===== src/rtl/core/ulbp_pkg.sv =====
package ulbp_pkg;

  localparam int unsigned MaxWidthDef = 1024;
  localparam int unsigned MaxHeight   = 4096;
  localparam int unsigned PixW        = 8;
  localparam int unsigned LabelW      = 6;
  localparam int unsigned RowW        = 12;
  localparam int unsigned ColW        = 10;
  localparam int unsigned CfgIdxW     = 1;
  localparam int unsigned CfgDataW    = 13;
  localparam int unsigned WidthRegW   = 11;
  localparam int unsigned HeightRegW  = 13;
  localparam int unsigned SizeW       = 13;
  localparam int unsigned JobDepth    = 4;
  localparam int unsigned JobPtrW     = 2;
  localparam int unsigned JobCntW     = 3;
  localparam int unsigned WidthReset  = 160;
  localparam int unsigned HeightReset = 80;
  localparam int unsigned LabelMax    = 58;
  localparam int unsigned NumSlots    = 4;

  typedef enum logic [CfgIdxW-1:0] {
    REG_IMAGE_WIDTH  = 1'b0,
    REG_IMAGE_HEIGHT = 1'b1
  } cfg_reg_e;

  typedef logic [PixW-1:0]   pix_t;
  typedef pix_t [8:0]        win_t;   // column k: [3k] top, [3k+1] mid, [3k+2] bottom
  typedef pix_t [2:0]        col_t;   // [0] top, [1] mid, [2] bottom
  typedef logic [LabelW-1:0] label_t;
  typedef label_t [255:0]    lut_t;

  // slot 0: upper row, col c-1; slot 1: upper row, col c (row end);
  // slot 2: last row, col c-1;  slot 3: last row, col c (frame end)
  typedef struct packed {
    win_t                win;
    logic [RowW-1:0]     row;
    logic [ColW-1:0]     col;
    logic                r_is0;
    logic                r_is1;
    logic                c_is0;
    logic                c_is1;
    logic [NumSlots-1:0] mask;
  } job_t;

  function automatic lut_t build_lut();
    lut_t       tab;
    int         nxt;
    logic [7:0] cd;
    logic [7:0] rot;
    nxt = 0;
    for (int i = 0; i < 256; i++) begin
      cd  = 8'(i);
      rot = {cd[6:0], cd[7]};
      if ($countones(cd ^ rot) <= 2) begin
        nxt    = nxt + 1;
        tab[i] = LabelW'(nxt);
      end else begin
        tab[i] = '0;
      end
    end
    return tab;
  endfunction

  localparam lut_t LbpLut = build_lut();

  function automatic label_t lbp_label(col_t lc, col_t cc, col_t rc);
    logic [7:0] code;
    pix_t       ctr;
    ctr     = cc[1];
    code[7] = (lc[0] >= ctr);
    code[6] = (lc[1] >= ctr);
    code[5] = (lc[2] >= ctr);
    code[4] = (cc[2] >= ctr);
    code[3] = (rc[2] >= ctr);
    code[2] = (rc[1] >= ctr);
    code[1] = (rc[0] >= ctr);
    code[0] = (cc[0] >= ctr);
    return LbpLut[code];
  endfunction

endpackage


===== src/rtl/core/ulbp_if.sv =====


interface ulbp_label_if import ulbp_pkg::*; ();
  logic            valid;
  logic            ready;
  label_t          label;
  logic [RowW-1:0] out_row;
  logic [ColW-1:0] out_col;
  logic            frame_end;
  modport source (output valid, output label, output out_row, output out_col,
                  output frame_end, input ready);
  modport sink   (input valid, input label, input out_row, input out_col,
                  input frame_end, output ready);
endinterface



===== src/rtl/core/ulbp_emit.sv =====
module ulbp_emit import ulbp_pkg::*; (
  input  logic               clk_i,
  input  logic               rst_ni,
  input  job_t               head_i,
  input  logic [JobCntW-1:0] q_count_i,
  output logic               pop_o,
  ulbp_label_if.source       label_o
);

  logic [NumSlots-1:0] done_q, done_d;
  logic [NumSlots-1:0] remaining, sel_oh;
  logic [1:0]          slot;
  logic                head_valid, fire, mode, use_end;
  col_t                cols [3];
  col_t                lc, cc, rc;

  logic            ovalid_q;
  label_t          label_q, label_d;
  logic [RowW-1:0] orow_q, orow_d;
  logic [ColW-1:0] ocol_q, ocol_d;
  logic            fend_q, fend_d;

  always_comb begin
    head_valid = (q_count_i != '0);
    remaining  = head_i.mask & ~done_q;
    priority if (remaining[0]) begin
      slot = 2'd0;
    end else if (remaining[1]) begin
      slot = 2'd1;
    end else if (remaining[2]) begin
      slot = 2'd2;
    end else begin
      slot = 2'd3;
    end
    sel_oh  = NumSlots'(1) << slot;
    mode    = slot[1];
    use_end = slot[0];

    for (int k = 0; k < 3; k++) begin
      if (!mode) begin
        cols[k][0] = head_i.r_is1 ? head_i.win[3*k+1] : head_i.win[3*k];
        cols[k][1] = head_i.win[3*k+1];
        cols[k][2] = head_i.win[3*k+2];
      end else begin
        cols[k][0] = head_i.r_is0 ? head_i.win[3*k+2] : head_i.win[3*k+1];
        cols[k][1] = head_i.win[3*k+2];
        cols[k][2] = head_i.win[3*k+2];
      end
    end

    if (!use_end) begin
      lc     = head_i.c_is1 ? cols[1] : cols[0];
      cc     = cols[1];
      rc     = cols[2];
      ocol_d = head_i.col - ColW'(1);
    end else begin
      lc     = head_i.c_is0 ? cols[2] : cols[1];
      cc     = cols[2];
      rc     = cols[2];
      ocol_d = head_i.col;
    end
    label_d = lbp_label(lc, cc, rc);
    orow_d  = mode ? head_i.row : head_i.row - RowW'(1);
    fend_d  = (slot == 2'd3);

    fire  = head_valid && (!ovalid_q || label_o.ready);
    pop_o = fire && ((remaining & ~sel_oh) == '0);
    if (pop_o) begin
      done_d = '0;
    end else if (fire) begin
      done_d = done_q | sel_oh;
    end else begin
      done_d = done_q;
    end
  end

  always_ff @(posedge clk_i or negedge rst_ni) begin
    if (!rst_ni) begin
      done_q   <= '0;
      ovalid_q <= 1'b0;
    end else begin
      done_q <= done_d;
      if (fire) begin
        ovalid_q <= 1'b1;
      end else if (label_o.ready) begin
        ovalid_q <= 1'b0;
      end
    end
  end

  always_ff @(posedge clk_i) begin
    if (fire) begin
      label_q <= label_d;
      orow_q  <= orow_d;
      ocol_q  <= ocol_d;
      fend_q  <= fend_d;
    end
  end

  assign label_o.valid     = ovalid_q;
  assign label_o.label     = label_q;
  assign label_o.out_row   = orow_q;
  assign label_o.out_col   = ocol_q;
  assign label_o.frame_end = fend_q;

endmodule


===== src/flat_wrapper.sv =====
// flat-port wrapper written by rule: the top's interface ports become plain ports
module ulbp_emit_flat import ulbp_pkg::*;
  (clk_i, rst_ni, head_i, q_count_i, pop_o, label_o_valid, label_o_label, label_o_out_row, label_o_out_col, label_o_frame_end, label_o_ready);
  ulbp_label_if label_o_i ();
  input  logic clk_i;
  input  logic rst_ni;
  input  job_t head_i;
  input  logic [JobCntW-1:0] q_count_i;
  output logic pop_o;
  output wire logic [$bits(label_o_i.valid)-1:0] label_o_valid;
  output wire logic [$bits(label_o_i.label)-1:0] label_o_label;
  output wire logic [$bits(label_o_i.out_row)-1:0] label_o_out_row;
  output wire logic [$bits(label_o_i.out_col)-1:0] label_o_out_col;
  output wire logic [$bits(label_o_i.frame_end)-1:0] label_o_frame_end;
  input wire logic [$bits(label_o_i.ready)-1:0] label_o_ready;
  assign label_o_valid = label_o_i.valid;
  assign label_o_label = label_o_i.label;
  assign label_o_out_row = label_o_i.out_row;
  assign label_o_out_col = label_o_i.out_col;
  assign label_o_frame_end = label_o_i.frame_end;
  assign label_o_i.ready = label_o_ready;
  ulbp_emit u_core (.clk_i(clk_i), .rst_ni(rst_ni), .head_i(head_i), .q_count_i(q_count_i), .pop_o(pop_o), .label_o(label_o_i));
endmodule

===== config.mk =====
export PLATFORM = sky130hd
export DESIGN_NAME = ulbp_emit_flat
export DESIGN_NICKNAME = d
export VERILOG_FILES = /design/src/rtl/core/ulbp_pkg.sv /design/src/rtl/core/ulbp_if.sv /design/src/rtl/core/ulbp_emit.sv /design/src/flat_wrapper.sv
export SDC_FILE = /design/constraint.sdc
export NUM_CORES = 1
export LEC_CHECK = 0
export BUFFER_PORTS_ARGS = -buffer_cell sky130_fd_sc_hd__buf_4
export CAP_MARGIN = 10
export CELL_PAD_IN_SITES_DETAIL_PLACEMENT = 1
export CELL_PAD_IN_SITES_GLOBAL_PLACEMENT = 1
export CORE_ASPECT_RATIO = 2
export CORE_UTILIZATION = 43
export CTS_CLUSTER_SIZE = 40
export DETAILED_ROUTE_END_ITERATION = 8
export PLACE_DENSITY = 0.95
export SLEW_MARGIN = 20
export SYNTH_ARGS = -nofsm -noshare
export SYNTH_HDL_FRONTEND = slang
export SYNTH_SLANG_ARGS = --single-unit
export TNS_END_PERCENT = 20

===== constraint.sdc =====
create_clock -name clk_i -period 8.8 [get_ports clk_i]
set_input_delay 1.76 -clock clk_i [delete_from_list [all_inputs] [get_ports clk_i]]
set_output_delay 1.76 -clock clk_i [all_outputs]
set_load 0.05 [all_outputs]

==> impl_results.md, run 1 <==
* Full die area at roughly 13000 um2
* GPL Wtd Cong at between 1 and 1.5
* Core area at 12500 um2
* CP Cell Sequence: buf_4 -> and2b_4 -> nor2_2 -> mux2i_1 -> nand2_1 -> o21ai_1 -> ha_1 -> a21oi_1 -> o21ai_0 -> a211oi_1 -> a211oi_1 -> a31oi_1 -> nand4_1 -> or2_2 -> nand3_1 -> o221ai_1 -> a32oi_1
* Min Tclk post-route at around 6.9 ns
* Synth top cells by count: nand2_1, nor2_1, ha_1
* Initial drt markers at around 440
* Routed len/inst at approximately 28 um
* Largest buffer count on any clock path at 2
* # hold bufs at CTS at 0
* YS warnings at 0
* Routed Antenna Nets at 0
* Syn Nets at between 800 and 900
* Placed cell count at a little under 1000
* Row count at 58
* Synthesized netlist cell count at 710
* Residual DRC at 0
* Clock-pin slew on the worst setup and hold paths at approximately 0.070 ns
* Clock sinks at 34
* Ports at about 140
* Post-cts sizing count at 0
* Worst slew margin at between 30% and 40%
* Starting Density at about 44%
* DR top layer: met4
* Met1 WL at 8770 um
* H-tree depth at 2
* Critical Path End Type: flip-flop
* Met2 Wirelength at between 10000 and 15000 um
* Cell mode on critical path: a211oi_1
* Remaining global-route overflow at 0
* Die W at 81.9 um
* Final nets at approximately 990
* Max_cap viols at 0
* CTS tree: done
* Measured slew at the worst slew-check pin at 0.931 ns
* CP arrival at 6.99 ns
* Routed met3 length at slightly below 2000 um
* Required time worst endpoint at 8.92 ns
* Number of synthesized flops with an enable pin at 29
* Vias per cell at 6.92
* Drt first pass iters at 6
* Synthesis-to-finish area growth at 25.3%
* Synth Flop Type: edfxtp_1
* Post-route insts no fill at between 900 and 1000
* Crit Path Max Fanout at 23
* CP max stage cell: a31oi_1
* Setup Skew at 0.00907 ns
* Max Slew Vio Count at 0
* Synthesized flop and latch total at 34
* Final Cycle Share at roughly 78%
* Via Count at roughly 6800
* Pwr Density at 277 nW/um2
* Overall routing resource usage at between 40% and 50%
* Count of cell types in the netlist at 90
* Achievable frequency at 145 MHz
* Leakage at 3.06 nW
* Unrepaired setup endpoints after global routing: false
* Largest cells by area after synthesis: edfxtp_1, ha_1, nand2_1, mux2i_1, nor2_1
* Die height at approximately 160 um
* Post-synthesis sequential area ratio at a little under a fifth
* Global-route wire length before repair at between 40000 and 50000 um
* Slowest cell delay on critical path at around 0.71 ns
* Clk_lat worst skew at slightly below 0.3 ns
* Dpl hpwl at roughly 22000 um
* Ys async rst share at approximately 15%
* Share of cells above drive strength 1 at between 20% and 30%
* Antenna diodes at 0
* Startpoint Class: input pin
* VDD IR max at between 150 and 200 uV
* Post-Route WL at about 28000 um
* Vias in the first global route at ~7500
* Crit Path Class: in2reg
* Netlist Area Pre-Place at 5500 um2
* Avg Cell Area, Syn at ~7.7 um2
* Setup bufs post-CTS at 0
* Fin Setup TNS at 0 ns
* CTS buffer count at 5
* Placement Cell Area at between 6000 and 7000 um2
* Worst hold slack at approximately 0.52 ns
* Most frequent cell after synthesis: nand2_1
* HP Class: reg2reg
* PortBufs at 138
* Final setup vio count at 0
* Synth top area share at 15.8%
* Clock Tree Root: clkbuf_16
* Post-route cell area at just under 7000 um2
* Outcome: finished clean
* Area leader, netlist: edfxtp_1
* Final hold violation count at 0
* Initial antenna violation count at 0
* Largest net degree at the start of global routing at 34
-- flip-flops by register name (all words and copies together), names as in the netlist --
signal	flops
u_core.label_o.out_row	12
u_core.label_o.out_col	10
u_core.label_o.label	6
u_core.done_q	4
u_core.label_o.frame_end	1
u_core.label_o.valid	1
-- kinds of logic after synthesis --
| group | Yosys count | synth area share, % |
|---|---|---|
| simple gates | 277 | 24.7 |
| compound gates | 233 | 31.0 |
| buf+inv | 63 | 5.17 |
| fa+ha+maj | 55 | 12.2 |
| flops | 34 | 18.1 |
| mux | 27 | 5.51 |
| xor+xnor | 21 | 3.35 |
-- where the power goes --
group          switching [mW]  leakage (nW)  total [mW]  internal, mW
combinational           0.928          2.62        1.43         0.503
sequential             0.0136         0.345       0.230         0.217
clock                  0.0796        0.0940       0.243         0.163
-- through the flow --
step | power [mW] | utilization, % | worst slack [ns]
2_1_floorplan | 1.16 | - | 2.19
3_3_place_gp | 1.59 | 53.4 | 1.64
3_5_place_dp | 1.61 | 53.4 | 1.64
4_1_cts | 1.86 | 54.9 | 1.93
5_1_grt | 2.01 | 55.2 | 1.61
6_report | 1.90 | 55.2 | 1.93
-- layout by cell type (no fill, tap or decap), drive strengths merged, types with 6 or more instances in the layout --
| master | Yosys | final |
|---|---|---|
| a22oi | 9 | 9 |
| nand3 | 21 | 21 |
| o21ai | 40 | 40 |
| nor2b | 7 | 7 |
| nand2 | 101 | 101 |
| nand2b | 20 | 20 |
| nor4 | 9 | 9 |
| nor3 | 21 | 21 |
| a31oi | 11 | 11 |
| a211oi | 19 | 19 |
| xnor2 | 12 | 12 |
| ha | 46 | 46 |
| o31ai | 9 | 9 |
| o221ai | 7 | 7 |
| a221o | 6 | 6 |
| inv | 26 | 26 |
| and3 | 7 | 7 |
| edfxtp | 29 | 29 |
| maj3 | 9 | 9 |
| nor2 | 53 | 53 |
| a21o | 14 | 14 |
| mux2i | 22 | 22 |
| a21oi | 34 | 34 |
| o21a | 9 | 9 |
| xor2 | 9 | 9 |
| buf | 19 | 153 |
| o211ai | 8 | 8 |
| nand4 | 7 | 7 |
| o22ai | 17 | 17 |
-- worst paths after layout --
check,start,endpoint,slack (ns),cells after the start
max in group asynchronous,rst_ni,u_core.done_q[3],7.43,1
worst min register to register,u_core.done_q[3],u_core.done_q[3],0.52,1
min in group asynchronous,rst_ni,u_core.done_q[1],1.26,1
worst min-delay path,u_core.done_q[3],u_core.done_q[3],0.52,1
worst max register to register,u_core.done_q[0],u_core.label_o.label[3],3.08,16
worst max-delay path,head_i[0],u_core.label_o.label[3],1.93,17
-- critical path: cells and delay by family --
kind	cells	cell delay (ns)
buffers and inverters	1	0.13
and+or+nand+nor	6	1.90
muxes	1	0.43
AOI/OAI and AO/OA	8	2.38
adders and majority gates	1	0.37
-- cell type report --
class / count / area [um2]
clock buffers: 5 / 125
clock inverters: 3 / 68.8
fillers: 1577 / 5600
inverters: 26 / 97.6
multi-input cells: 613 / 4240
flip-flops and latches: 34 / 996
well taps: 150 / 188
repair buffers: 153 / 1170
-- metal layers --
metal	global-route usage, %	up-vias
met5	0	-
met4	43.9	0
met1	39.7	3242
met3	9.72	201
li1	-	2974
met2	73.1	389
Power figures use the tool's default switching activity.
==> inputs of run 2 (changes only) <==
--- a/config.mk
+++ b/config.mk
@@ -10,10 +10,10 @@
 export CELL_PAD_IN_SITES_DETAIL_PLACEMENT = 1
 export CELL_PAD_IN_SITES_GLOBAL_PLACEMENT = 1
 export CORE_ASPECT_RATIO = 2
-export CORE_UTILIZATION = 43
+export CORE_UTILIZATION = 40
 export CTS_CLUSTER_SIZE = 40
 export DETAILED_ROUTE_END_ITERATION = 8
-export PLACE_DENSITY = 0.95
+export PLACE_DENSITY = 0.91
 export SLEW_MARGIN = 20
 export SYNTH_ARGS = -nofsm -noshare
 export SYNTH_HDL_FRONTEND = slang
==> constraint.sdc (replaced) <==
create_clock -name clk_i -period 6.89 [get_ports clk_i]
set_input_delay 1.378 -clock clk_i [delete_from_list [all_inputs] [get_ports clk_i]]
set_output_delay 1.378 -clock clk_i [all_outputs]
set_load 0.05 [all_outputs]
==> impl_results.md, run 2 (same netlist as run 1, synthesis figures left out) <==
* Crit Path Max Fanout at 14
* Clk_lat worst skew at about 0.29 ns
* CTS tree: done
* Required time worst endpoint at approximately 7.0 ns
* Antenna diodes at 0
* Overall routing resource usage at a little over a third
* Fin Setup TNS at 0 ns
* H-tree depth at 2
* GPL Wtd Cong at between 1 and 1.5
* Crit Path Class: in2reg
* Vias per cell at around 6.8
* Pwr Density at about 350 nW/um2
* Via Count at 6773
* Synthesis-to-finish area growth at 26.7%
* Row count at 60
* Routed Antenna Nets at 0
* Post-route cell area at 6960 um2
* Largest net degree at the start of global routing at 34
* VDD IR max at ~140 uV
* Dpl hpwl at between 20000 and 25000 um
* Vias in the first global route at roughly 7000
* Routed len/inst at roughly 25 um
* Global-route wire length before repair at 38800 um
* Hold Path Origin: u_core.done_q[3]
* Post-cts sizing count at 0
* Final hold violation count at 0
* Max_cap viols at 0
* Core area at about 13000 um2
* Unrepaired setup endpoints after global routing: false
* Setup crit start: head_i[1]
* Leakage at 3.11 nW
* # fillers at ~1700
* Startpoint Class: input pin
* Worst slew margin at between 30% and 40%
* Initial drt markers at approximately 540
* Drt first pass iters at 9
* CP arrival at 6.10 ns
* Most frequent cells in the layout: buf_4, nand2_1, nor2_1
* Clock Tree Root: clkbuf_16
* Initial antenna violation count at 0
* Final nets at 999
* Measured slew at the worst slew-check pin at around 0.93 ns
* Placement Cell Area at 6770 um2
* CP endpoint: u_core.label_o.label[3]
* Min Tclk post-route at 5.99 ns
* Ports at 139
* Clock sinks at 34
* Achievable frequency at between 150 and 200 MHz
* # hold bufs at CTS at 0
* Die height at 168 um
* Max Slew Vio Count at 0
* Failing checks: design-rule violations
* Starting Density at between 40% and 50%
* Worst Reg2Reg Path Length in Cells at 19
* HP Class: reg2reg
* Reg2Reg Setup Slack at about 1.6 ns
* Residual DRC at 10
* Remaining global-route overflow at 0
* Commonest non-fill, non-tap cell in the layout: buf_4
* Worst r2r dst: u_core.label_o.label[3]
* Final Cycle Share at between 80% and 90%
* Outcome: finished, violations left
* Critical Path End Type: flip-flop
* Setup Skew at ~0.010 ns
* Setup bufs post-CTS at 0
* Final setup vio count at 0
* CTS buffer count at 5
* Full die area at about 14000 um2
* Max reg flops at 12
* Critical R2R Launch: u_core.done_q[1]
* Clock-pin slew on the worst setup and hold paths at roughly 0.060 ns
* PortBufs at 138
* Share of cells above drive strength 1 at between 20 and 25%
* Post-Route WL at roughly 25000 um
* Largest buffer count on any clock path at 2
* Die W at ~85 um
## run 2: changes by cell type in the layout (fill, tap and decap cells not counted), sizes merged
| cell | change |
|---|---|
| buf | +12 |
## run 2: layout make-up
cell class / count / area, um2 / share of cell area [%]
timing repair buffer: 165 / 1240 / 17.8
sequential: 34 / 996 / 14.3
tap: 155 / 194 / 2.79
clock buffer: 5 / 125 / 1.80
clock inverter: 3 / 68.8 / 0.988
multi-input combinational: 613 / 4240 / 60.9
inverter: 26 / 97.6 / 1.40
## run 2: power by group
group | internal (mW) | switching (mW)
registers | 0.277 | 0.0145
clock network | 0.208 | 0.0928
logic | 0.662 | 1.15
total | 1.15 | 1.26
## run 2: metrics by stage
| step | power [mW] | hold slack [ns] | util [%] | std cells | setup slack, ns |
|---|---|---|---|---|---|
| after floorplan | 1.49 | 0.465 | - | 710 | 0.661 |
| after global placement | 2.02 | 0.483 | 50.4 | 993 | 0.874 |
| after detailed placement | 2.05 | 0.490 | 50.4 | 993 | 0.803 |
| after CTS | 2.36 | 0.511 | 51.8 | 1001 | 1.07 |
| after global routing | 2.53 | 0.539 | 51.8 | 1001 | 0.650 |
| final | 2.40 | 0.506 | 51.8 | 1001 | 0.902 |
## run 2: worst min path at each step
stage / endpoint / slack (ns) / cells after the start
6_report: u_core.done_q[3] / 0.51 / 1
5_1_grt: u_core.done_q[3] / 0.54 / 1
4_1_cts: u_core.done_q[3] / 0.51 / 1
3_5_place_dp: u_core.done_q[3] / 0.49 / 1
3_3_place_gp: u_core.done_q[3] / 0.48 / 1
2_1_floorplan: u_core.done_q[3] / 0.46 / 1
## run 2: metal layers
metal	global-route usage (%)	up-vias	wire length [um]
li1	-	2996	-
met1	33.2	3202	8120
met2	64.0	393	12800
met3	7.16	182	1790
met4	32.4	0	2630
met5	0	-	0
## run 2: critical path, cell delays in order
cell      delay (ns)
buf_4           0.10
nand2b_2        0.19
nand2_1         0.38
buf_4           0.34
nand2_1         0.09
nand2_1         0.14
o21ai_0         0.09
buf_4           0.22
ha_1            0.31
a21oi_1         0.07
o21ai_0         0.36
and4b_1         0.25
a211oi_1        0.74
a31oi_1         0.09
buf_4           0.24
nor2_1          0.29
nand3_1         0.20
nand3_1         0.20
o221ai_1        0.15
a32oi_1         0.26
