[config.mk]
export PLATFORM = sky130hd
export DESIGN_NAME = ulbp_jobq
export DESIGN_NICKNAME = d
export VERILOG_FILES = /design/src/rtl/core/ulbp_pkg.sv /design/src/rtl/core/ulbp_jobq.sv
export SDC_FILE = /design/constraint.sdc
export NUM_CORES = 1
export LEC_CHECK = 0
export ABC_AREA = 1
export BUFFER_PORTS_ARGS = -buffer_cell sky130_fd_sc_hd__buf_2
export CORE_UTILIZATION = 58
export CTS_CLUSTER_SIZE = 25
export DETAILED_ROUTE_END_ITERATION = 12
export HOLD_SLACK_MARGIN = 0.05
export PLACE_DENSITY = 0.76
export SYNTH_ARGS = -nofsm -noshare
export SYNTH_HDL_FRONTEND = slang
export SYNTH_SLANG_ARGS = --single-unit
[constraint.sdc]
create_clock -name clk_i -period 3.5 [get_ports clk_i]
set_input_delay 0.525 -clock clk_i [delete_from_list [all_inputs] [get_ports clk_i]]
set_output_delay 0.525 -clock clk_i [all_outputs]
set_load 0.03 [all_outputs]
[src/rtl/core/ulbp_pkg.sv]
package ulbp_pkg;

  localparam int unsigned MaxWidthDef = 1024;
  localparam int unsigned MaxHeight   = 4096;
  localparam int unsigned PixW        = 8;
  localparam int unsigned LabelW      = 6;
  localparam int unsigned RowW        = 12;
  localparam int unsigned ColW        = 10;
  localparam int unsigned CfgIdxW     = 1;
  localparam int unsigned CfgDataW    = 13;
  localparam int unsigned WidthRegW   = 11;
  localparam int unsigned HeightRegW  = 13;
  localparam int unsigned SizeW       = 13;
  localparam int unsigned JobDepth    = 4;
  localparam int unsigned JobPtrW     = 2;
  localparam int unsigned JobCntW     = 3;
  localparam int unsigned WidthReset  = 160;
  localparam int unsigned HeightReset = 80;
  localparam int unsigned LabelMax    = 58;
  localparam int unsigned NumSlots    = 4;

  typedef enum logic [CfgIdxW-1:0] {
    REG_IMAGE_WIDTH  = 1'b0,
    REG_IMAGE_HEIGHT = 1'b1
  } cfg_reg_e;

  typedef logic [PixW-1:0]   pix_t;
  typedef pix_t [8:0]        win_t;   // column k: [3k] top, [3k+1] mid, [3k+2] bottom
  typedef pix_t [2:0]        col_t;   // [0] top, [1] mid, [2] bottom
  typedef logic [LabelW-1:0] label_t;
  typedef label_t [255:0]    lut_t;

  // slot 0: upper row, col c-1; slot 1: upper row, col c (row end);
  // slot 2: last row, col c-1;  slot 3: last row, col c (frame end)
  typedef struct packed {
    win_t                win;
    logic [RowW-1:0]     row;
    logic [ColW-1:0]     col;
    logic                r_is0;
    logic                r_is1;
    logic                c_is0;
    logic                c_is1;
    logic [NumSlots-1:0] mask;
  } job_t;

  function automatic lut_t build_lut();
    lut_t       tab;
    int         nxt;
    logic [7:0] cd;
    logic [7:0] rot;
    nxt = 0;
    for (int i = 0; i < 256; i++) begin
      cd  = 8'(i);
      rot = {cd[6:0], cd[7]};
      if ($countones(cd ^ rot) <= 2) begin
        nxt    = nxt + 1;
        tab[i] = LabelW'(nxt);
      end else begin
        tab[i] = '0;
      end
    end
    return tab;
  endfunction

  localparam lut_t LbpLut = build_lut();

  function automatic label_t lbp_label(col_t lc, col_t cc, col_t rc);
    logic [7:0] code;
    pix_t       ctr;
    ctr     = cc[1];
    code[7] = (lc[0] >= ctr);
    code[6] = (lc[1] >= ctr);
    code[5] = (lc[2] >= ctr);
    code[4] = (cc[2] >= ctr);
    code[3] = (rc[2] >= ctr);
    code[2] = (rc[1] >= ctr);
    code[1] = (rc[0] >= ctr);
    code[0] = (cc[0] >= ctr);
    return LbpLut[code];
  endfunction

endpackage

[src/rtl/core/ulbp_jobq.sv]
module ulbp_jobq import ulbp_pkg::*; (
  input  logic               clk_i,
  input  logic               rst_ni,
  input  logic               push_i,
  input  job_t               job_i,
  input  logic               pop_i,
  output job_t               head_o,
  output logic [JobCntW-1:0] count_o
);

  job_t               q_mem [JobDepth];
  logic [JobPtrW-1:0] wr_ptr_q, wr_ptr_d;
  logic [JobPtrW-1:0] rd_ptr_q, rd_ptr_d;
  logic [JobCntW-1:0] count_q, count_d;

  always_comb begin
    wr_ptr_d = push_i ? wr_ptr_q + JobPtrW'(1) : wr_ptr_q;
    rd_ptr_d = pop_i ? rd_ptr_q + JobPtrW'(1) : rd_ptr_q;
    count_d  = count_q + JobCntW'(push_i) - JobCntW'(pop_i);
  end

  always_ff @(posedge clk_i or negedge rst_ni) begin
    if (!rst_ni) begin
      wr_ptr_q <= '0;
      rd_ptr_q <= '0;
      count_q  <= '0;
    end else begin
      wr_ptr_q <= wr_ptr_d;
      rd_ptr_q <= rd_ptr_d;
      count_q  <= count_d;
    end
  end

  always_ff @(posedge clk_i) begin
    if (push_i) begin
      q_mem[wr_ptr_q] <= job_i;
    end
  end

  assign head_o  = q_mem[rd_ptr_q];
  assign count_o = count_q;

endmodule

==> out/metrics.yaml, run 1 <==
status: "finished clean"
die_h_um: 176
crit_buf_inv: 2
clkLatencyLatePin_ns: 0.52
fin_crit_ns: 2.86
place_congestion: 0.750
ios: 211
post_cts_buffers: 0
max-vdd-ir-drop_mv: 0.825
core-area_um2: 29700
slew_violations: 0
cp_common_cell: "nand2_1"
cp.required_ns: 2.97
critical_path_class: "reg2out"
grt_pass1_wl_mm: 55.2
crit_family: "buffers and inverters"
ctsRootBufferMaster: "clkbuf_16"
cp.arrival_ns: 2.34
worst_pin_slew_ns: 1.03
cts_buffers: 42
cp-end-kind: "output pin"
grt_use_met2: 0.393
preCtsSetupSlack_ns: 1.24
min_period_over_period: 0.818
synth.distinct_cells: 14
r2r-start: "wr_ptr_q[0]"
cts_tree: "built"
max_slew_margin: 0.316
drt-total-wl_mm: 35.4
hpwlAfterDp_mm: 20.3
cts_sinks: 415
worst_clock_skew_ns: 0.0105
cellPowerDensity_nw_per_um2: 902
setup_ws_ns: 0.636
io_buffer_count: 210
die_w_um: 176
synth_nets: 1755
rsz0062_at_grt: "no"
drt-vias-per-instance: 4.93
antenna_left: 0
fp.dieArea_um2: 30900
maxCapViolations: 0
worstHoldPathType: "in2reg"
drc: 0
synth_warnings: 0
grtUsageMet1: 0.290
met3_usage: 0.0452
start_util: 0.590
max_freq_mhz: 349
drive_above_1_share: 0.155
layout_commonest_cell: "nand2_1"
critPathSlowestCell: "buf_12"
final_cell_mix: "521 x nand2_1, 416 x inv_1, 408 x edfxtp_1, 210 x buf_2, 205 x nand3_1"
placementRows: 63
grt_max_degree: 207
htree_levels: 2
grt_usage: 0.231
num-nets-final: 1961
num_vias: 11200
synth_cells: 1642
path_max_fanout: 206
clk_pin_slew_ns: 0.06
setup-violations-final: 0
drt_iter0_drc: 750
critPathLaunch: "rd_ptr_q[0]"
synth_seq_area_share: 0.708
syn_area_per_cell_um2: 10.7
start_kind: "flop"
ys_ff_latch: 415
grt-busiest-layer: "met2"
grt_pass1_vias: 11100
cp_num_cells: 5
gr-total-overflow: 0
area_delta_synth_final_pct: 15.5
r2r_cells: 5
tns_ns: 0
leakage_nw: 9.51
drtPass1Iterations: 5
fillers: 2085
hold_start: "job_i[99]"
clk_path_buf_depth: 3
synth_area_um2: 17500
whs_path_depth: 1
wl_per_cell_um: 15.6
antenna_found_initial: 9
hold_viol: 0
cpPeakStageDelay_ns: 0.61
crit_chain: "buf_12 -> nand2_1 -> nand3_1 -> nand2_1 -> buf_2"
-- routing by layer --
metal,share of wire,up-vias
met1,0.41,5272
li1,-,5533
met3,0.059,79
met4,0.029,8
met5,0.0014,-
met2,0.50,317
-- layout make-up --
class	count	area, um2	share of cell area
multi-input cells	737	3110	0.153
inverters	422	1600	0.0790
well taps	390	488	0.0241
flip-flops and latches	415	12400	0.614
clock buffers	60	1210	0.0598
clock inverters	15	92.6	0.00457
diodes	5	12.5	0.000617
repair buffers	230	1320	0.0650
-- flip-flops by register name (all words and copies together), names as in the netlist --
signal / count
q_mem: 408
rd_ptr_q: 2
count_o: 3
wr_ptr_q: 2
-- power by group --
group          leakage [nW]  total [mW]  switching (mW)  internal [mW]
Combinational          5.04        7.37            5.48           1.89
Sequential             3.83        6.72           0.220           6.50
Clock                 0.637        4.19            1.72           2.47
-- worst register-to-register path, stage by stage, from the launching register on --
cell     delay [ns]
dfrtp_1        0.42
inv_1          0.12
ha_1           0.16
nand2_1        0.08
inv_4          0.52
buf_12         0.35
-- final timing paths --
| path | endpoint | slack, ns |
|---|---|---|
| worst min-delay path | q_mem[2][99] | 0.21 |
| max in group asynchronous | rd_ptr_q[1] | 2.93 |
| worst max register to register | q_mem[0][64] | 1.51 |
| worst min register to register | count_o[2] | 0.52 |
| worst max-delay path | head_o[75] | 0.64 |
| min in group asynchronous | count_o[0] | 0.38 |
-- repair_timing --
action                                  CTS  global route
gates resized for setup                   0             0
endpoints found under the hold margin     7             0
endpoints found under the setup margin    0             0
hold buffers                              1             0
-- cell families after synthesis --
family | Yosys count | share of synthesized area
AO/OA/AOI/OAI | 1 | 0.000285
XOR/XNOR | 3 | 0.00150
adder cells (fa/ha/maj) | 7 | 0.00542
buffers and inverters | 490 | 0.114
flip-flops | 415 | 0.708
AND/OR/NAND/NOR | 726 | 0.170
-- cells in the mapped netlist (all sizes together) --
cell | number | area, um2
nand2 | 521 | 1960
inv | 422 | 1580
edfxtp | 408 | 12300
nand3 | 205 | 1030
buf | 60 | 393
clkbuf | 8 | 30.0
dfrtp | 7 | 175
ha | 6 | 75.1
xor2 | 3 | 26.3
fa | 1 | 20.0
o21ai | 1 | 5.00
-- stage by stage --
stage	hold WS, ns	power (mW)	instance area (um2)	utilization	instances
after global routing	0.198	19.3	20300	0.682	2273
after CTS	0.197	18.4	20300	0.682	2269
final	0.210	18.3	20300	0.682	2274
after global placement	0.370	14.0	18900	0.637	2193
after floorplan	0.229	12.2	17500	-	1642
after detailed placement	0.376	14.2	18900	0.637	2193
Note: power is estimated with default switching activity, not from simulation.
==> run 2, diff against run 1 <==
==> constraint.sdc (replaced) <==
create_clock -name clk_i -period 2.95 [get_ports clk_i]
set_input_delay 0.4425 -clock clk_i [delete_from_list [all_inputs] [get_ports clk_i]]
set_output_delay 0.4425 -clock clk_i [all_outputs]
set_load 0.03 [all_outputs]
==> out/metrics.yaml, run 2 (synthesized netlist as in run 1, its figures left out) <==
largest_reg_flops: 408  # unchanged
die_w_um: 176  # unchanged
worst_pin_slew_ns: 0.940  # -0.0862 ns
hold_ws_ns: 0.123  # -0.0869 ns
grt_usage: 0.232  # +0.00126
slew_violations: 0  # unchanged
cts_tree: "built"
cp.required_ns: 2.51  # -0.46 ns
drt_iter0_drc: 846  # +13%
fin_crit_ns: 2.77
preCtsSetupSlack_ns: 0.758  # -0.483 ns
drive_above_1_share: 0.156  # about the same
cts_buffers: 42  # unchanged
drt-vias-per-instance: 4.94  # +0.25%
rsz0062_at_grt: "no"
post_cts_buffers: 0  # unchanged
area_delta_synth_final_pct: 15.9
fp.dieArea_um2: 30900  # unchanged
gr-total-overflow: 0  # unchanged
grt_pass1_vias: 11200  # +0.92%
core-area_um2: 29700  # unchanged
ios: 211  # unchanged
final_cell_mix: "521 x nand2_1, 416 x inv_1, 408 x edfxtp_1, 210 x buf_2, 205 x nand3_1"
num_vias: 11300  # +0.43%
hold_viol: 0  # unchanged
num-nets-final: 1966  # +0.25%
cpPeakStageDelay_ns: 0.66  # +0.05 ns
whs_path_depth: 1  # unchanged
crit_chain: "buf_12 -> nand2_1 -> nand3_1 -> nand2_1 -> buf_2"
cp-end-kind: "output pin"
cellPowerDensity_nw_per_um2: 1070  # +19%
setup_ws_ns: 0.180  # -0.456 ns
drt-total-wl_mm: 35.1  # -0.72%
antenna_found_initial: 7  # -2
grt_pass1_wl_mm: 55.8  # +1.0%
clk_path_buf_depth: 3  # unchanged
highest_layer: "met5"
htree_levels: 2  # unchanged
max-vdd-ir-drop_mv: 0.980  # +19%
path_max_fanout: 206  # unchanged
layout_commonest_cell: "nand2_1"
tns_ns: 0  # unchanged
worstHoldPathType: "in2reg"
status: "finished clean"
max_slew_margin: 0.374  # +0.0575
combPwrFrac: 0.400  # -0.003
switching_share: 0.405  # -0.00102
start_util: 0.590  # unchanged
p_int_mw: 13.0  # +19%
drc: 0  # unchanged
start_kind: "flop"
drtPass1Iterations: 5  # unchanged
cts_sinks: 415  # unchanged
die_h_um: 176  # unchanged
p_clk_frac: 0.230  # about the same
clk_pin_slew_ns: 0.06  # about the same
max_freq_mhz: 361
maxCapViolations: 0  # unchanged
r2r_cells: 4  # -1
ctsRootBufferMaster: "clkbuf_16"
drt-met1-wl_mm: 14.3  # -1.8%
worst_clock_skew_ns: 0.00667  # -0.00378 ns
place_congestion: 0.757  # +0.91%
setup-violations-final: 0  # unchanged
switchingPower_mw: 8.81  # +19%
leakage_nw: 9.50  # about the same
antenna_left: 0  # unchanged
critical_path_class: "reg2out"
dr_wl_met3_mm: 2.22  # +6.5%
clkLatencyLatePin_ns: 0.53  # about the same
critPathSlowestCell: "buf_12"
placementRows: 63  # unchanged
cp.arrival_ns: 2.33  # about the same
top_register: "q_mem"
io_buffer_count: 210  # unchanged
pwr-share-seq: 0.371  # +0.003
wl_met2_mm: 17.5  # -0.53%
total_power_mw: 21.8  # +19%
hpwlAfterDp_mm: 20.6  # +1.5%
wl_per_cell_um: 15.4  # -0.89%
grt_max_degree: 207  # unchanged
cp_common_cell: "nand2_1"
min_period_over_period: 0.939
[run 2: worst paths after layout]
| path | startpoint | endpoint | slack [ns] |
|---|---|---|---|
| worst max-delay path | rd_ptr_q[0] | head_o[42] | 0.18 |
| min in group asynchronous | rst_ni | rd_ptr_q[1] | 0.29 |
| max in group asynchronous | rst_ni | rd_ptr_q[0] | 2.46 |
| worst min-delay path | job_i[55] | q_mem[3][55] | 0.12 |
| worst min register to register | count_o[1] | count_o[2] | 0.53 |
| worst max register to register | wr_ptr_q[0] | q_mem[1][24] | 0.98 |
[run 2: metal layers]
metal,track usage,vias up
met2,0.396,352
met1,0.291,5291
met3,0.0459,77
met4,0.0935,4
li1,-,5533
met5,0,-
[run 2: metrics by stage]
step                instance area (um2)  std cells  utilization
floorplan                         17600       1642            -
global placement                  19000       2198        0.640
detailed placement                19000       2198        0.640
CTS                               20300       2274        0.684
global route                      20300       2276        0.684
finish                            20300       2278        0.684
[run 2: layout make-up]
class,count,area (um2)
Multi-Input combinational cell,737,3110
Timing Repair Buffer,235,1380
Inverter,422,1610
Antenna cell,4,10.0
Tap cell,390,488
Fill cell,2072,9390
Clock inverter,16,120
Sequential cell,415,12400
Clock buffer,59,1180
[run 2: timing repair]
item | 4_1_cts | 5_1_grt
hold endpoints to repair | 7 | 0
hold buffers | 1 | 0
gates resized for setup | 0 | 0
[run 2: critical path: cells and delay by family, from the launching register on]
kind / cells / cell delay (ns)
buf+inv: 2 / 0.84
flops: 1 / 0.45
simple gates: 3 / 0.37
[run 2: power by group through the flow]
stage	sequential [mW]	combinational (mW)	clock (mW)
after floorplan	8.11	6.28	0
after detailed placement	8.19	8.74	0
final	8.07	8.71	5.00
after CTS	8.07	8.80	5.06
after global placement	8.14	8.58	0
after global routing	8.16	9.53	5.29
==> run 3, diff against run 2 <==
--- a/config.mk
+++ b/config.mk
@@ -7,11 +7,11 @@
 export LEC_CHECK = 0
 export ABC_AREA = 1
 export BUFFER_PORTS_ARGS = -buffer_cell sky130_fd_sc_hd__buf_2
-export CORE_UTILIZATION = 58
+export CORE_UTILIZATION = 53
 export CTS_CLUSTER_SIZE = 25
 export DETAILED_ROUTE_END_ITERATION = 12
 export HOLD_SLACK_MARGIN = 0.05
-export PLACE_DENSITY = 0.76
+export PLACE_DENSITY = 0.73
 export SYNTH_ARGS = -nofsm -noshare
 export SYNTH_HDL_FRONTEND = slang
 export SYNTH_SLANG_ARGS = --single-unit
==> constraint.sdc (replaced) <==
create_clock -name clk_i -period 2.3 [get_ports clk_i]
set_input_delay 0.345 -clock clk_i [delete_from_list [all_inputs] [get_ports clk_i]]
set_output_delay 0.345 -clock clk_i [all_outputs]
set_load 0.03 [all_outputs]
==> out/metrics.yaml, run 3 (synthesized netlist as in run 1, its figures left out) <==
hpwlAfterDp_mm: 20.7  # +0.58%
switching_share: 0.401  # -0.00307
r2r_end: "q_mem[3][48]"
drive_above_1_share: 0.156  # +0.000526
critPathSlowestCell: "dfrtp_4"
maxCapViolations: 0  # unchanged
instances_no_fill: 2437  # +7.0%
grt_usage: 0.226  # -0.00595
clk_path_buf_depth: 3  # unchanged
placementRows: 66  # +4.8%
crit_family: "buffers and inverters"
core-area_um2: 32500  # +9.5%
pwr-share-seq: 0.347  # -0.024
drtPass1Iterations: 5  # unchanged
cts_buffers: 43  # +2.4%
p_int_mw: 17.7  # +37%
setup-violations-final: 0  # unchanged
top_register: "q_mem"
num-nets-final: 2076  # +5.6%
drt-vias-per-instance: 4.90  # -0.74%
ios: 211  # unchanged
worst_pin_slew_ns: 0.482  # -0.458 ns
grt_max_degree: 76  # -63%
tns_ns: 0  # unchanged
crit_buf_inv: 3  # +1
slew_violations: 0  # unchanged
die_w_um: 184  # +4.6%
largest_reg_flops: 408  # unchanged
drt-total-wl_mm: 39.8  # +13%
preCtsSetupSlack_ns: 0.479  # -0.279 ns
critPathLaunch: "rd_ptr_q[0]"
num_vias: 12000  # +6.2%
cts_tree: "built"
design_area_um2: 21900  # +8.0%
max_freq_mhz: 441
post_cts_buffers: 0  # unchanged
dpl_cell_area_um2: 19200  # +0.82%
layout_commonest_cell: "nand2_1"
io_buffer_count: 210  # unchanged
cp.arrival_ns: 1.92  # -0.41 ns
antenna_found_initial: 2  # -5
drc: 0  # unchanged
r2r_cells: 4  # unchanged
p_clk_frac: 0.216  # -0.014
fin_crit_ns: 2.27
htree_levels: 2  # unchanged
hold_ws_ns: 0.0897  # -0.0334 ns
cp_common_cell: "nand2_1"
cts_sinks: 415  # unchanged
cp.required_ns: 1.96  # -0.55 ns
start_kind: "flop"
start_util: 0.539  # -0.0511
status: "finished clean"
final_cell_mix: "515 x nand2_1, 415 x inv_1, 408 x edfxtp_1, 205 x nand3_1, 149 x buf_2"
switchingPower_mw: 11.9  # +35%
leakage_nw: 10.1  # +6.6%
r2r-start: "wr_ptr_q[0]"
setup_ws_ns: 0.0343  # -0.146 ns
max_slew_margin: 0.678  # +0.304
rsz0062_at_grt: "yes"
combPwrFrac: 0.437  # +0.037
antenna_left: 0  # unchanged
critical_path_class: "reg2out"
cellPowerDensity_nw_per_um2: 1350  # +26%
place_congestion: 0.743  # -1.8%
clk_pin_slew_ns: 0.05  # about the same
hold_viol: 0  # unchanged
cp_num_cells: 6  # +1
clkLatencyLatePin_ns: 0.53  # about the same
gr-total-overflow: 0  # unchanged
ctsRootBufferMaster: "clkbuf_16"
post-route-util: 0.674  # -0.00949
drt_iter0_drc: 857  # +1.3%
die_h_um: 184  # +4.6%
path_max_fanout: 35  # -83%
worst_clock_skew_ns: 0.0114  # +0.00473 ns
wl_per_cell_um: 16.3  # +5.9%
grt_pass1_wl_mm: 59.3  # +6.4%
dp_cells: 2248  # +2.3%
crit_end: "head_o[51]"
grt_pass1_vias: 12000  # +6.8%
cpPeakStageDelay_ns: 0.51  # -0.15 ns
min_period_over_period: 0.985
cp-end-kind: "output pin"
rrSetupSlack_ns: 0.52  # -0.46 ns
max-vdd-ir-drop_mv: 0.730  # -25%
worstHoldPathType: "in2reg"
area_delta_synth_final_pct: 25.1
fp.dieArea_um2: 33800  # +9.3%
crit_chain: "clkinv_8 -> clkbuf_16 -> nand2_1 -> nand3_1 -> nand2_1 -> buf_2"
total_power_mw: 29.6  # +36%
## run 3: cell count changes in the layout (fill, tap and decap cells not counted), moves of 7 or more
cell           delta
buf_2            -61
clkbuf_16         +7
dlygate4sd3_1   +102
buf_4            +26
buf_6             +9
clkbuf_4         +18
## run 3: per-layer routing
metal	track usage	wire length (um)	vias up	part of all wire
met4	0.0780	1090	0	0.027
met3	0.0406	2490	82	0.063
li1	-	-	5767	-
met2	0.402	20200	390	0.51
met1	0.277	16000	5714	0.40
met5	0	0	-	0
## run 3: final cells by class
cell class	count	area, um2
Antenna cell	2	5.00
Multi-Input combinational cell	737	3130
Sequential cell	415	12400
Timing Repair Buffer	344	2910
Clock inverter	15	87.6
Tap cell	442	553
Clock buffer	60	1200
Fill cell	2346	10600
Inverter	422	1620
## run 3: power groups by stage
stage	Clock, mW	Sequential [mW]	Combinational [mW]
floorplan	0	10.4	8.07
global placement	0	10.3	11.3
detailed placement	0	10.4	11.5
CTS	6.49	10.3	12.0
global route	6.79	10.4	14.0
finish	6.40	10.3	12.9
## run 3: worst min path at each step
stage,startpoint,end,slack [ns],cells after the start
final,pop_i,rd_ptr_q[0],0.09,2
after global routing,pop_i,rd_ptr_q[0],0.1,2
after CTS,pop_i,rd_ptr_q[0],0.09,2
after detailed placement,rst_ni,count_o[0],0.22,1
after global placement,rst_ni,count_o[0],0.21,1
after floorplan,rst_ni,count_o[0],0.05,0
## run 3: worst register-to-register path, stage by stage (launching register included)
cell	delay (ns)
dfrtp_1	0.43
ha_2	0.20
nand2_2	0.08
clkinvlp_4	0.40
buf_12	0.39
## run 3: repair_timing
action,in CTS,in global routing
hold buffers,103,0
endpoints found under the setup margin,89,101
pin swaps,0,1
hold endpoints to repair,414,0
gates resized for setup,17,99
cloned,1,8
